===== config.mk =====
export PLATFORM = sky130hd
export DESIGN_NAME = terminal_line_editor_word_wrap
export DESIGN_NICKNAME = d
export VERILOG_FILES = /design/src/design/tlew_pkg.sv /design/src/design/terminal_line_editor_word_wrap.sv /design/src/design/tlew_ram.sv /design/src/design/tlew_front.sv /design/src/design/tlew_opq.sv /design/src/design/tlew_back.sv
export SDC_FILE = /design/constraint.sdc
export NUM_CORES = 1
export LEC_CHECK = 0
export ABC_AREA = 1
export BUFFER_PORTS_ARGS = -buffer_cell sky130_fd_sc_hd__buf_2
export CORE_UTILIZATION = 55
export DETAILED_ROUTE_END_ITERATION = 6
export PLACE_DENSITY = 0.73
export SLEW_MARGIN = 20
export SYNTH_ARGS = -nofsm -noshare
export SYNTH_HDL_FRONTEND = slang
export SYNTH_SLANG_ARGS = --single-unit

===== constraint.sdc =====
create_clock -name clk -period 9.6 [get_ports clk]
set_input_delay 0.48 -clock clk [delete_from_list [all_inputs] [get_ports clk]]
set_output_delay 0.48 -clock clk [all_outputs]
set_load 0.005 [all_outputs]

===== src/design/tlew_pkg.sv =====
`default_nettype none

package tlew_pkg;

  // Token kinds on the result channel
  typedef enum logic [2:0] {
    KIND_ECHO    = 3'd0,
    KIND_NEWLINE = 3'd1,
    KIND_BELL    = 3'd2,
    KIND_ERASE   = 3'd3,
    KIND_END     = 3'd4
  } kind_t;

  // Classified operations handed from front to back
  typedef enum logic [2:0] {
    OP_ERASE   = 3'd0,
    OP_KILL    = 3'd1,
    OP_WORD    = 3'd2,
    OP_EOF     = 3'd3,
    OP_NEWLINE = 3'd4,
    OP_PRINT   = 3'd5,
    OP_BELL    = 3'd6
  } op_t;

  typedef struct packed {
    op_t        op;
    logic [7:0] ch;
  } item_t;

  localparam int CNT_W = 6;

  typedef struct packed {
    kind_t            kind;
    logic [7:0]       echo;
    logic [CNT_W-1:0] count;
    logic             last;
  } tok_t;

  localparam logic [7:0] CTRL_D   = 8'd4;
  localparam logic [7:0] CTRL_W   = 8'd23;
  localparam logic [7:0] CH_NL    = 8'd10;
  localparam logic [7:0] CH_SPACE = 8'd32;
  localparam logic [7:0] PRINT_LO = 8'd32;
  localparam logic [7:0] PRINT_HI = 8'd127;

  // Configuration space
  localparam int          CFG_AW        = 3;
  localparam logic        REG_ERASE     = 1'b0;
  localparam logic        REG_KILL      = 1'b1;
  localparam logic [7:0]  ERASE_RST     = 8'd127;
  localparam logic [7:0]  KILL_RST      = 8'd21;

endpackage

`default_nettype wire


===== src/design/terminal_line_editor_word_wrap.sv =====
// Flow: a single-token transaction (echo, newline, bell, erase, kill) passes through the
//   op queue register and then the result register before it shows on the result side.
// Throughput: single-token items 1 per cycle while the result register is popped; Ctrl-W and a
//   wrap are set by the one-read-per-cycle walk of the line store RAM.
// Reset (rst_n, synchronous, low): cursor, session flag, queues and output cleared,
//   erase_char=127, kill_char=21; line store is not cleared and needs no clearing pass.
`default_nettype none

module terminal_line_editor_word_wrap #(
  parameter int LINE_WIDTH = 40
) (
  input  wire logic                        clk,
  input  wire logic                        rst_n,
  // APB-style configuration
  input  wire logic                        psel,
  input  wire logic                        penable,
  input  wire logic                        pwrite,
  input  wire logic [tlew_pkg::CFG_AW-1:0] paddr,
  input  wire logic [31:0]                 pwdata,
  output logic      [31:0]                 prdata,
  output logic                             pready,
  // typed bytes in
  input  wire logic                        push,
  output logic                             full,
  input  wire logic [7:0]                  in_byte,
  // echo tokens out
  output logic                             empty,
  input  wire logic                        pop,
  output logic      [2:0]                  out_token_kind,
  output logic      [7:0]                  out_echo_value,
  output logic      [5:0]                  out_erase_count,
  output logic                             out_last_of_run
);

  // front -> queue
  logic             fq_push;
  tlew_pkg::item_t  fq_item;
  logic             fq_full;
  // queue -> back
  logic             qb_valid;
  tlew_pkg::item_t  qb_item;
  logic             qb_pop;
  // result register
  logic             res_valid;
  tlew_pkg::tok_t   res_tok;

  // Front: config registers and byte classification; one transaction per cycle while the op queue is not full.
  tlew_front u_front (
    .clk      (clk),
    .rst_n    (rst_n),
    .psel     (psel),
    .penable  (penable),
    .pwrite   (pwrite),
    .paddr    (paddr),
    .pwdata   (pwdata),
    .prdata   (prdata),
    .pready   (pready),
    .push     (push),
    .full     (full),
    .in_byte  (in_byte),
    .q_push_o (fq_push),
    .q_item_o (fq_item),
    .q_full_i (fq_full)
  );

  // Two-entry op queue lets typing continue while the back end walks the line.
  tlew_opq u_opq (
    .clk     (clk),
    .rst_n   (rst_n),
    .push_i  (fq_push),
    .item_i  (fq_item),
    .full_o  (fq_full),
    .valid_o (qb_valid),
    .item_o  (qb_item),
    .pop_i   (qb_pop)
  );

  // Back: line store, cursor, session flag, token sequencing and result register.
  tlew_back #(
    .LINE_WIDTH (LINE_WIDTH)
  ) u_back (
    .clk         (clk),
    .rst_n       (rst_n),
    .q_valid_i   (qb_valid),
    .q_item_i    (qb_item),
    .q_pop_o     (qb_pop),
    .out_valid_o (res_valid),
    .out_tok_o   (res_tok),
    .pop_i       (pop)
  );

  assign empty           = !res_valid;
  assign out_token_kind  = res_tok.kind;
  assign out_echo_value  = res_tok.echo;
  assign out_erase_count = res_tok.count;
  assign out_last_of_run = res_tok.last;

endmodule

`default_nettype wire


===== src/design/tlew_ram.sv =====
`default_nettype none

module tlew_ram #(
  parameter int WIDTH = 8,
  parameter int DEPTH = 40
) (
  input  wire logic                     clk,
  input  wire logic                     we,
  input  wire logic [$clog2(DEPTH)-1:0] waddr,
  input  wire logic [WIDTH-1:0]         wdata,
  input  wire logic                     re,
  input  wire logic [$clog2(DEPTH)-1:0] raddr,
  output logic      [WIDTH-1:0]         rdata
);

  logic [WIDTH-1:0] mem [DEPTH];

  always_ff @(posedge clk) begin
    if (we) begin
      mem[waddr] <= wdata;
    end
    if (re) begin
      rdata <= mem[raddr];
    end
  end

endmodule

`default_nettype wire


===== src/design/tlew_front.sv =====
`default_nettype none

module tlew_front (
  input  wire logic                          clk,
  input  wire logic                          rst_n,
  // config
  input  wire logic                          psel,
  input  wire logic                          penable,
  input  wire logic                          pwrite,
  input  wire logic [tlew_pkg::CFG_AW-1:0]   paddr,
  input  wire logic [31:0]                   pwdata,
  output logic      [31:0]                   prdata,
  output logic                               pready,
  // input channel
  input  wire logic                          push,
  output logic                               full,
  input  wire logic [7:0]                    in_byte,
  // to op queue
  output logic                               q_push_o,
  output tlew_pkg::item_t                    q_item_o,
  input  wire logic                          q_full_i
);

  logic [7:0] erase_char_r;
  logic [7:0] kill_char_r;
  logic       cfg_wr;

  assign pready = 1'b1;
  assign cfg_wr = psel && penable && pwrite && pready;

  always_ff @(posedge clk) begin
    if (!rst_n) begin
      erase_char_r <= tlew_pkg::ERASE_RST;
      kill_char_r  <= tlew_pkg::KILL_RST;
    end else if (cfg_wr) begin
      unique case (paddr[2])
        tlew_pkg::REG_ERASE: erase_char_r <= pwdata[7:0];
        tlew_pkg::REG_KILL:  kill_char_r  <= pwdata[7:0];
        default: ;
      endcase
    end
  end

  always_comb begin
    unique case (paddr[2])
      tlew_pkg::REG_ERASE: prdata = {24'd0, erase_char_r};
      tlew_pkg::REG_KILL:  prdata = {24'd0, kill_char_r};
      default:             prdata = 32'd0;
    endcase
  end

  // classification, in priority order
  always_comb begin
    q_item_o.ch = in_byte;
    if (in_byte == erase_char_r) begin
      q_item_o.op = tlew_pkg::OP_ERASE;
    end else if (in_byte == kill_char_r) begin
      q_item_o.op = tlew_pkg::OP_KILL;
    end else if (in_byte == tlew_pkg::CTRL_W) begin
      q_item_o.op = tlew_pkg::OP_WORD;
    end else if (in_byte == tlew_pkg::CTRL_D) begin
      q_item_o.op = tlew_pkg::OP_EOF;
    end else if (in_byte == tlew_pkg::CH_NL) begin
      q_item_o.op = tlew_pkg::OP_NEWLINE;
    end else if (in_byte >= tlew_pkg::PRINT_LO && in_byte <= tlew_pkg::PRINT_HI) begin
      q_item_o.op = tlew_pkg::OP_PRINT;
    end else begin
      q_item_o.op = tlew_pkg::OP_BELL;
    end
  end

  assign full     = q_full_i;
  assign q_push_o = push && !q_full_i;

endmodule

`default_nettype wire


===== src/design/tlew_opq.sv =====
`default_nettype none

module tlew_opq (
  input  wire logic            clk,
  input  wire logic            rst_n,
  input  wire logic            push_i,
  input  wire tlew_pkg::item_t item_i,
  output logic                 full_o,
  output logic                 valid_o,
  output tlew_pkg::item_t      item_o,
  input  wire logic            pop_i
);

  localparam int DEPTH = 2;

  tlew_pkg::item_t ent_r [DEPTH];
  logic            wr_ptr_r, wr_ptr_nxt;
  logic            rd_ptr_r, rd_ptr_nxt;
  logic [1:0]      cnt_r, cnt_nxt;
  logic            do_push, do_pop;

  assign full_o  = (cnt_r == 2'(DEPTH));
  assign valid_o = (cnt_r != 2'd0);
  assign item_o  = ent_r[rd_ptr_r];
  assign do_push = push_i && !full_o;
  assign do_pop  = pop_i && valid_o;

  always_comb begin
    wr_ptr_nxt = do_push ? ~wr_ptr_r : wr_ptr_r;
    rd_ptr_nxt = do_pop  ? ~rd_ptr_r : rd_ptr_r;
    cnt_nxt    = cnt_r + 2'(do_push) - 2'(do_pop);
  end

  always_ff @(posedge clk) begin
    if (!rst_n) begin
      wr_ptr_r <= 1'b0;
      rd_ptr_r <= 1'b0;
      cnt_r    <= 2'd0;
    end else begin
      wr_ptr_r <= wr_ptr_nxt;
      rd_ptr_r <= rd_ptr_nxt;
      cnt_r    <= cnt_nxt;
    end
  end

  always_ff @(posedge clk) begin
    if (do_push) begin
      ent_r[wr_ptr_r] <= item_i;
    end
  end

endmodule

`default_nettype wire


===== src/design/tlew_back.sv =====
`default_nettype none

module tlew_back #(
  parameter int LINE_WIDTH = 40
) (
  input  wire logic            clk,
  input  wire logic            rst_n,
  input  wire logic            q_valid_i,
  input  wire tlew_pkg::item_t q_item_i,
  output logic                 q_pop_o,
  output logic                 out_valid_o,
  output tlew_pkg::tok_t       out_tok_o,
  input  wire logic            pop_i
);

  localparam int CW = $clog2(LINE_WIDTH + 1);
  localparam int AW = $clog2(LINE_WIDTH);
  localparam logic [CW-1:0] LW     = CW'(LINE_WIDTH);
  localparam logic [CW-1:0] ZERO   = CW'(0);
  localparam logic [CW-1:0] ONE    = CW'(1);
  localparam logic [CW-1:0] TWO    = CW'(2);
  localparam logic [AW-1:0] LAST_A = AW'(LINE_WIDTH - 1);

  typedef enum logic [7:0] {
    S_IDLE   = 8'b0000_0001,
    S_CW     = 8'b0000_0010,
    S_CWEND  = 8'b0000_0100,
    S_WSCAN  = 8'b0000_1000,
    S_WERASE = 8'b0001_0000,
    S_WNL    = 8'b0010_0000,
    S_MOVE   = 8'b0100_0000,
    S_WECHO  = 8'b1000_0000
  } state_t;

  state_t          state_r, state_nxt;
  logic [CW-1:0]   pos_r, pos_nxt;
  logic [CW-1:0]   scan_r, scan_nxt;   // word-erase point, wrap start, move source
  logic            word_r, word_nxt;
  logic [7:0]      ch_r, ch_nxt;
  logic            sess_r, sess_nxt;
  logic            ov_r, ov_nxt;
  tlew_pkg::tok_t  tok_r, tok_nxt;

  logic            emit, emit_ok;
  tlew_pkg::tok_t  emit_tok;
  logic            we, re;
  logic [AW-1:0]   waddr, raddr;
  logic [7:0]      wdata, rdata;
  logic            rd_space;
  logic [CW-1:0]   pos_m1, pos_p1, scan_m1, scan_m2, scan_p1;
  logic [CW-1:0]   cw_cnt, wrap_cnt;

  tlew_ram #(
    .WIDTH (8),
    .DEPTH (LINE_WIDTH)
  ) u_line (
    .clk   (clk),
    .we    (we),
    .waddr (waddr),
    .wdata (wdata),
    .re    (re),
    .raddr (raddr),
    .rdata (rdata)
  );

  assign emit_ok  = !ov_r || pop_i;
  assign rd_space = (rdata == tlew_pkg::CH_SPACE);
  assign pos_m1   = pos_r - ONE;
  assign pos_p1   = pos_r + ONE;
  assign scan_m1  = scan_r - ONE;
  assign scan_m2  = scan_r - TWO;
  assign scan_p1  = scan_r + ONE;
  assign cw_cnt   = pos_r - scan_r;
  assign wrap_cnt = LW - scan_r;

  always_comb begin
    state_nxt = state_r;
    pos_nxt   = pos_r;
    scan_nxt  = scan_r;
    word_nxt  = word_r;
    ch_nxt    = ch_r;
    sess_nxt  = sess_r;
    q_pop_o   = 1'b0;
    emit      = 1'b0;
    emit_tok  = '{kind: tlew_pkg::KIND_ECHO, echo: 8'd0, count: '0, last: 1'b1};
    we        = 1'b0;
    waddr     = pos_r[AW-1:0];
    wdata     = ch_r;
    re        = 1'b0;
    raddr     = pos_m1[AW-1:0];

    unique case (state_r)
      S_IDLE: begin
        if (q_valid_i) begin
          if (sess_r) begin
            q_pop_o = 1'b1;
          end else begin
            case (q_item_i.op)
              tlew_pkg::OP_ERASE: begin
                if (pos_r == ZERO) begin
                  q_pop_o = 1'b1;
                end else if (emit_ok) begin
                  q_pop_o        = 1'b1;
                  emit           = 1'b1;
                  emit_tok.kind  = tlew_pkg::KIND_ERASE;
                  emit_tok.count = tlew_pkg::CNT_W'(1);
                  pos_nxt        = pos_m1;
                end
              end
              tlew_pkg::OP_KILL: begin
                if (pos_r == ZERO) begin
                  q_pop_o = 1'b1;
                end else if (emit_ok) begin
                  q_pop_o        = 1'b1;
                  emit           = 1'b1;
                  emit_tok.kind  = tlew_pkg::KIND_ERASE;
                  emit_tok.count = tlew_pkg::CNT_W'(pos_r);
                  pos_nxt        = ZERO;
                end
              end
              tlew_pkg::OP_WORD: begin
                q_pop_o = 1'b1;
                if (pos_r != ZERO) begin
                  scan_nxt  = pos_r;
                  word_nxt  = 1'b0;
                  re        = 1'b1;
                  raddr     = pos_m1[AW-1:0];
                  state_nxt = S_CW;
                end
              end
              tlew_pkg::OP_EOF: begin
                if (pos_r != ZERO) begin
                  q_pop_o = 1'b1;
                end else if (emit_ok) begin
                  q_pop_o       = 1'b1;
                  emit          = 1'b1;
                  emit_tok.kind = tlew_pkg::KIND_END;
                  sess_nxt      = 1'b1;
                end
              end
              tlew_pkg::OP_NEWLINE: begin
                if (emit_ok) begin
                  q_pop_o       = 1'b1;
                  emit          = 1'b1;
                  emit_tok.kind = tlew_pkg::KIND_NEWLINE;
                  pos_nxt       = ZERO;
                end
              end
              tlew_pkg::OP_PRINT: begin
                if (pos_r < LW) begin
                  if (emit_ok) begin
                    q_pop_o       = 1'b1;
                    emit          = 1'b1;
                    emit_tok.echo = q_item_i.ch;
                    we            = 1'b1;
                    wdata         = q_item_i.ch;
                    pos_nxt       = pos_p1;
                  end
                end else begin
                  q_pop_o = 1'b1;
                  ch_nxt  = q_item_i.ch;
                  if (q_item_i.ch == tlew_pkg::CH_SPACE) begin
                    scan_nxt  = ZERO;
                    state_nxt = S_WNL;
                  end else begin
                    scan_nxt  = LW;
                    re        = 1'b1;
                    raddr     = LAST_A;
                    state_nxt = S_WSCAN;
                  end
                end
              end
              tlew_pkg::OP_BELL: begin
                if (emit_ok) begin
                  q_pop_o       = 1'b1;
                  emit          = 1'b1;
                  emit_tok.kind = tlew_pkg::KIND_BELL;
                end
              end
              default: q_pop_o = 1'b1;
            endcase
          end
        end
      end

      // rdata holds line[scan-1]
      S_CW: begin
        if (!rd_space || !word_r) begin
          word_nxt = word_r || !rd_space;
          scan_nxt = scan_m1;
          if (scan_m1 != ZERO) begin
            re    = 1'b1;
            raddr = scan_m2[AW-1:0];
          end else begin
            state_nxt = S_CWEND;
          end
        end else begin
          state_nxt = S_CWEND;
        end
      end

      S_CWEND: begin
        if (scan_r == pos_r) begin
          state_nxt = S_IDLE;
        end else if (emit_ok) begin
          emit           = 1'b1;
          emit_tok.kind  = tlew_pkg::KIND_ERASE;
          emit_tok.count = tlew_pkg::CNT_W'(cw_cnt);
          pos_nxt        = scan_r;
          state_nxt      = S_IDLE;
        end
      end

      // find start of the partial last word
      S_WSCAN: begin
        if (!rd_space) begin
          scan_nxt = scan_m1;
          if (scan_m1 != ZERO) begin
            re    = 1'b1;
            raddr = scan_m2[AW-1:0];
          end else begin
            state_nxt = S_WERASE;
          end
        end else begin
          state_nxt = S_WERASE;
        end
      end

      S_WERASE: begin
        if (scan_r != ZERO && scan_r != LW) begin
          if (emit_ok) begin
            emit           = 1'b1;
            emit_tok.kind  = tlew_pkg::KIND_ERASE;
            emit_tok.count = tlew_pkg::CNT_W'(wrap_cnt);
            emit_tok.last  = 1'b0;
            state_nxt      = S_WNL;
          end
        end else begin
          state_nxt = S_WNL;
        end
      end

      S_WNL: begin
        if (emit_ok) begin
          emit          = 1'b1;
          emit_tok.kind = tlew_pkg::KIND_NEWLINE;
          emit_tok.last = 1'b0;
          pos_nxt       = ZERO;
          if (scan_r != ZERO && scan_r != LW) begin
            re        = 1'b1;
            raddr     = scan_r[AW-1:0];
            state_nxt = S_MOVE;
          end else begin
            state_nxt = S_WECHO;
          end
        end
      end

      // rdata holds line[scan]; copy to line[pos] and fetch the next one
      S_MOVE: begin
        if (emit_ok) begin
          emit          = 1'b1;
          emit_tok.echo = rdata;
          emit_tok.last = 1'b0;
          we            = 1'b1;
          wdata         = rdata;
          pos_nxt       = pos_p1;
          scan_nxt      = scan_p1;
          if (scan_p1 != LW) begin
            re    = 1'b1;
            raddr = scan_p1[AW-1:0];
          end else begin
            state_nxt = S_WECHO;
          end
        end
      end

      S_WECHO: begin
        if (emit_ok) begin
          emit          = 1'b1;
          emit_tok.echo = ch_r;
          we            = 1'b1;
          wdata         = ch_r;
          pos_nxt       = pos_p1;
          state_nxt     = S_IDLE;
        end
      end

      default: state_nxt = S_IDLE;
    endcase
  end

  always_comb begin
    tok_nxt = emit ? emit_tok : tok_r;
    if (emit) begin
      ov_nxt = 1'b1;
    end else if (pop_i) begin
      ov_nxt = 1'b0;
    end else begin
      ov_nxt = ov_r;
    end
  end

  always_ff @(posedge clk) begin
    if (!rst_n) begin
      state_r <= S_IDLE;
      pos_r   <= ZERO;
      sess_r  <= 1'b0;
      ov_r    <= 1'b0;
    end else begin
      state_r <= state_nxt;
      pos_r   <= pos_nxt;
      sess_r  <= sess_nxt;
      ov_r    <= ov_nxt;
    end
  end

  always_ff @(posedge clk) begin
    scan_r <= scan_nxt;
    word_r <= word_nxt;
    ch_r   <= ch_nxt;
    tok_r  <= tok_nxt;
  end

  assign out_valid_o = ov_r;
  assign out_tok_o   = tok_r;

  a_no_overwrite: assert property (@(posedge clk) disable iff (!rst_n)
    (emit && ov_r) |-> pop_i)
    else $error("result register overwritten before pop");

  a_pos_range: assert property (@(posedge clk) disable iff (!rst_n)
    pos_r <= LW)
    else $error("cursor beyond line width");

  a_session_sticky: assert property (@(posedge clk) disable iff (!rst_n)
    sess_r |=> sess_r)
    else $error("session end flag cleared");

  a_move_order: assert property (@(posedge clk) disable iff (!rst_n)
    (state_r == S_MOVE) |-> (pos_r < scan_r))
    else $error("wrap copy destination not below source");

endmodule

`default_nettype wire


== Word-level counts from Yosys, hierarchy flattened ==
Memories as Yosys holds them, arrays and structs flattened. A register that Yosys moved wholly into a read port is not among the register bits.
Cells that the tools add are included.

* Flip-flop bits (word level): 69
* RAM bits: 342
* Input port bits: 50
* Output and inout port bits: 53
* Logic and storage cells: 268
* Memories kept: 2

* Add/sub/neg operators: 9
* Order comparisons: 3
* Eq/ne operators: 47
* Multiplexer cells: 149
* Bitwise logic cells: 5
* Reductions and logical operators: 37

{| class="wikitable"
|+ Memories
! memory !! depth !! width !! read ports !! clocked after memory_dff !! wr ports !! line !! source
|-
| u_back.u_line.mem || 40 || 8 || 1 || 1 || 1 || tlew_ram.sv:16 || <nowiki>logic [WIDTH-1:0] mem [DEPTH];</nowiki>
|-
| u_opq.ent_r || 2 || 11 || 1 || 1 || 1 || tlew_opq.sv:16 || <nowiki>tlew_pkg::item_t ent_r [DEPTH];</nowiki>
|}

{| class="wikitable"
|+ Operators by type and width
! cell !! count
|-
| two-way mux 6 bit || 36
|-
| two-way mux 8 bit || 27
|-
| case mux 6 bit (4 select lines) || 3
|-
| case mux 32 bit (2 select lines) || 1
|-
| case mux 8 bit (8 select lines) || 1
|-
| two-way mux 1 bit || 47
|-
| two-way mux 17 bit || 2
|-
| case mux 8 bit (2 select lines) || 2
|-
| case mux 6 bit (5 select lines) || 1
|-
| equality test 8 x 6 -> 1 bit (second input constant) || 3
|-
| two-way mux 3 bit || 8
|-
| case mux 3 bit (4 select lines) || 2
|-
| case mux 6 bit (2 select lines) || 2
|-
| case mux 8 bit (3 select lines) || 1
|-
| case mux 6 bit (3 select lines) || 1
|-
| nonzero test 6 bit || 3
|-
| equality test 8 x 3 -> 1 bit (second input constant) || 2
|-
| equality test 8 x 4 -> 1 bit (second input constant) || 2
|-
| equality test 8 x 5 -> 1 bit (second input constant) || 2
|-
| equality test 8 bit || 2
|-
| != test 3 x 2 -> 1 bit (second input constant) || 5
|-
| != test 3 bit (second input constant) || 5
|-
| two-way mux 7 bit || 2
|-
| adder 6 x 1 -> 6 bit (second input constant) || 2
|-
| other kinds (42) || 88
|}

== Logic depth before layout (Yosys ltp) ==
* Depth in word-level cells: 11
* Depth in mapped cells: 23
* Depth with buffers taken out: 21

== Hierarchy ==
Synthesis repeated with hierarchy kept, for this count alone.

* Cells, all modules: 2031
* Area, all modules: 20229.4 µm²

{| class="wikitable"
|+ By module, submodules not included
! module !! times used !! cells each !! area each (µm²) !! sequential area each (µm²)
|-
| tlew_ram || 1 || 1094 || 13302.8 || 9849.4
|-
| tlew_back || 1 || 661 || 4546.9 || 1311.3
|-
| tlew_front || 1 || 203 || 1295.0 || 320.3
|-
| tlew_opq || 1 || 72 || 1081.0 || 760.7
|-
| terminal_line_editor_word_wrap || 1 || 1 || 3.8 || 0.0
|}

== Least setup slack after synthesis ==
Ideal clock, no wire load.

* Path kind: register -> register
* From: reg with a tool-made name
* To: mem u_back.u_line.mem[0][0] (data pin)
* Library setup time: 0.516 ns
* Arrival: 2.995 ns
* Data required time: 9.084 ns
* Setup slack: 6.089 ns
* Cell stages (with the launch flop): 12
* Buffers on the path: 2
* Period minus slack after synthesis: 3.511 ns
* Path through: dfxtp_1 buf_4 buf_6 nand2_1 nand2_2 inv_1 nor2_1 nand2_1 nor3_1 nand2_1 a21oi_1 o21ai_0

{| class="wikitable"
|+ RTL lines
! item !! line
|-
| end, declared || tlew_ram.sv:16
|}

== Worst setup path after layout ==
* From: reg u_back.scan_r[0]
* To: reg u_back.u_line.rdata[0] (read register of u_back.u_line.mem) (data pin)

* Cells in the longest elaborated chain, start to end: 5
* Elaborated cells between the ends (all ways): 24
* Those cells by class: add/sub: 3; eq/ne: 2; mux: 16; reduce/logical: 3

{| class="wikitable"
|+ Ends and longest elaborated chain
! item !! line !! source
|-
| start, declared || tlew_back.sv:37 || <nowiki>logic [CW-1:0] scan_r, scan_nxt;</nowiki>
|-
| start signal, assigned || tlew_back.sv:319 || <nowiki>scan_r <= scan_nxt;</nowiki>
|-
| adder 6 x 1 -> 6 bit (tied with other cells) || tlew_back.sv:72 || <nowiki>assign scan_p1 = scan_r + ONE;</nowiki>
|-
| != test 6 bit (tied with other cells) || tlew_back.sv:269 || <nowiki>if (scan_p1 != LW) begin</nowiki>
|-
| two-way mux 6 bit (tied with other cells) || tlew_back.sv:269 ||
|-
| two-way mux 6 bit (tied with other cells) || tlew_back.sv:261 || <nowiki>if (emit_ok) begin</nowiki>
|-
| case mux 6 bit (5 select lines) / case mux 1 bit (5 select lines) (equally long branches) || tlew_back.sv:92 || <nowiki>unique case (state_r)</nowiki>
|-
| end, declared || tlew_ram.sv:13 || <nowiki>output logic [WIDTH-1:0] rdata</nowiki>
|}

Parallel ways exist; a longest one is shown, timed or not.
A chain may end at the register's enable or synchronous reset.

==> metrics <==
status=completed; initial antenna violation count=0; final worst path period share=54.5%; f_max=~0.19 GHz; Sinks on Clock Net=420; share of Yosys cell area claimed by the top area cell type=a little under three fifths; ys async rst share=0%; Slew HR=a little under a third; Critical Path, Cell by Cell=inv_1, ha_1, nand2_1, inv_1, nand4_1, nand2_1, inv_1, nand2_1, nand2_2, nand2_2, nand3_4, buf_4, buf_4, nand2_1, nand3_1, nand3_1, nand3_1, nand3_1, nand3_1, nand2_1; worst skew pair latency=0.57 ns; hold-fix buffers at CTS=0; critical path startpoint=u_back.scan_r[0]; P_leak=approximately 0.0090 µW; dominant cell by count in the synthesized netlist=nand2_1; antenna fix cells=0; Nets=between 2000 and 2500; GR Util met1=about two fifths; cts repair resizes=0; die footprint=38000 µm²; # port buffers=51; Initial Util=between 50% and 60%; first drt pass iteration count=6; Root Buffer=clkbuf_16; crit path DAT=~5.5 ns; Num CTS Buffers=43; clock skew=~0.022 ns; final cell count without fillers=between 2000 and 3000; CTS clk-pin slew, worst paths=0.07 ns; CP max stage delay=0.79 ns; initial drt markers=between 1500 and 2000; Yosys reg bits=420; final wirelength=~52000 µm; I/O pin count=between 100 and 150; first-pass GRT wire length=roughly 80000 µm; dpl cells=2567; Worst R2R Start=u_back.scan_r[0]; Netlist cell types=between 50 and 60; hold_sp=pwdata[4]; Max-Cap Viols=0; Top delay family on crit path=buffers and inverters; CTS tree=done; Startpoint Class=flop; top post-synthesis cells by count=nand2_1 (491), edfxtp_1 (383), inv_1 (265); largest net degree at the start of global routing=95; Slowest-stage cell, CP=buf_4; Worst Path Required=~9.9 ns; CP endpoint kind=flop; routed length per instance=just under 20 µm; # rows=70; Cells after Synth=roughly 2100; Worst-Margin Slew=between 1 and 1.5 ns; ratio of cells with drive above 1 in the final layout=8.51%; kind of critical path=reg2reg; Seq/Total Area, Yosys=59.8%; DR vias/cell=5.82; Hold Fails Final Rpt=0; peak supply drop=around 0.21 mV; largest cells by area after synthesis=edfxtp_1 (56%), nand2_1 (9.0%), nand3_1 (5.6%); Final Setup Violations=0; Post-synth EDFFs=~380; Area growth syn-to-layout=9.17%; vias post-DR=between 15000 and 20000; M3 GR Usage=under 10%; worst path bufs/invs=5; Core Box Area=roughly 37000 µm²; DP Wirelength=31800 µm; cell taking the most area after synthesis=edfxtp_1; die extent in y=195 µm; Final Wtd Congestion=roughly 0.95; vias in the first global route=between 10000 and 15000; Core Util, Final=a little over 60%; Post-CTS Setup Bufs=0; Detail Route Antenna Nets=0; Final min period=5.23 ns; Min Hold Slack=between 0.1 and 0.15 ns; setup_tns=0 ns; clk buf depth=3; CP max FO=94; total power draw=approximately 6500 µW; RSZ-0062 raised after global routing=false; synthesized cell area=approximately 20000 µm²; Die Wd=about 190 µm; Power Density=between 200 and 300 nW/µm²; grt total ovfl=0; Slew Viols, Final=0; grt peak-use layer=met2; yosys warns=0; CTS H-tree depth=2; hold crit path type=in2reg; Main synth FF type=edfxtp_1; Avg Inst Size Synth=approximately 9.6 µm²; all-layer global routing usage=between 20% and 30%; met2 GRT Util=between 40% and 50%; DRC=0
kinds of logic (layout without fill, tap and decap cells):
logic type / Yosys count / in the layout / synth area share, %
DFF: 420 / 420 / 59.8
buffers and inverters: 406 / 424 / 8.64
xor gates and xnor gates: 27 / 27 / 1.15
other: 2 / 25 / 0.0367
and+or+nand+nor: 1029 / 1029 / 22.6
AOI/OAI and AO/OA: 230 / 230 / 6.72
adders and majority gates: 18 / 18 / 1.14
tightest hold or removal path, cell delays in order:
cell	delay [ns]
buf_2	0.09
nand2_1	0.05
nand3_1	0.06
registers in the layout (all words and copies together), names as in the netlist, 2 cells and up, named ones only:
name / count
u_back.u_line.mem: 320
u_opq.ent_r: 22
u_back.out_tok_o: 18
u_back.ch_r: 8
u_back.state_r: 8
u_back.u_line.rdata: 8
u_front.erase_char_r: 8
u_front.kill_char_r: 8
u_back.pos_r: 6
u_back.scan_r: 6
u_opq.cnt_r: 2
path summary, 6_finish.rpt:
check | to | slack [ns] | depth (start not counted)
worst min register to register | flop | 0.47 | 1
worst max-delay path | u_back.u_line.rdata[0] | 4.37 | 20
worst min-delay path | u_front.erase_char_r[4] | 0.14 | 3
worst max register to register | u_back.u_line.rdata[0] | 4.37 | 20
final cells by class:
cell class | count | area (µm²)
fill | 3000 | 14200
sequential | 420 | 12200
multi-input combinational | 1329 | 6660
clock buffer | 53 | 1130
inverter | 280 | 1050
tap | 468 | 586
timing repair buffer | 75 | 536
clock inverter | 16 | 151
layer usage:
metal,vias to the layer above,part of all wire (%)
met4,0,3.2
li1,7269,-
met2,749,46
met1,7227,42
met5,-,0
met3,123,9.2
layout by cell type (no fill, tap or decap), types with 9 or more instances in the layout:
| cell type | n |
|---|---|
| inv_1 | 265 |
| xor2_1 | 22 |
| a21oi_1 | 25 |
| o211ai_1 | 31 |
| conb_1 | 25 |
| nand4_1 | 104 |
| clkbuf_16 | 43 |
| nor2_1 | 147 |
| o21bai_1 | 9 |
| o21ai_1 | 31 |
| ha_1 | 17 |
| o22ai_1 | 14 |
| buf_4 | 19 |
| buf_2 | 51 |
| nand3_1 | 229 |
| inv_2 | 15 |
| nand2_1 | 491 |
| a211oi_1 | 10 |
| a31oi_1 | 9 |
| dfxtp_1 | 37 |
| nor3_1 | 12 |
| edfxtp_1 | 383 |
| o21ai_0 | 73 |
power by group:
| part | internal [µW] | leakage (µW) | switching, µW |
|---|---|---|---|
| registers | 2180 | 0.00376 | 103 |
| clock network | 910 | 0.000634 | 668 |
| logic | 758 | 0.00466 | 1930 |
| total | 3850 | 0.00905 | 2700 |
per-stage QoR:
| step | setup WS [ns] | cell area (µm²) |
|---|---|---|
| after floorplan | 6.09 | 20600 |
| after global routing | 4.11 | 22400 |
| final | 4.37 | 22400 |
| after global placement | 4.64 | 20900 |
| after CTS | 4.50 | 22200 |
| after detailed placement | 4.53 | 20900 |
Power figures use the tool's default switching activity.
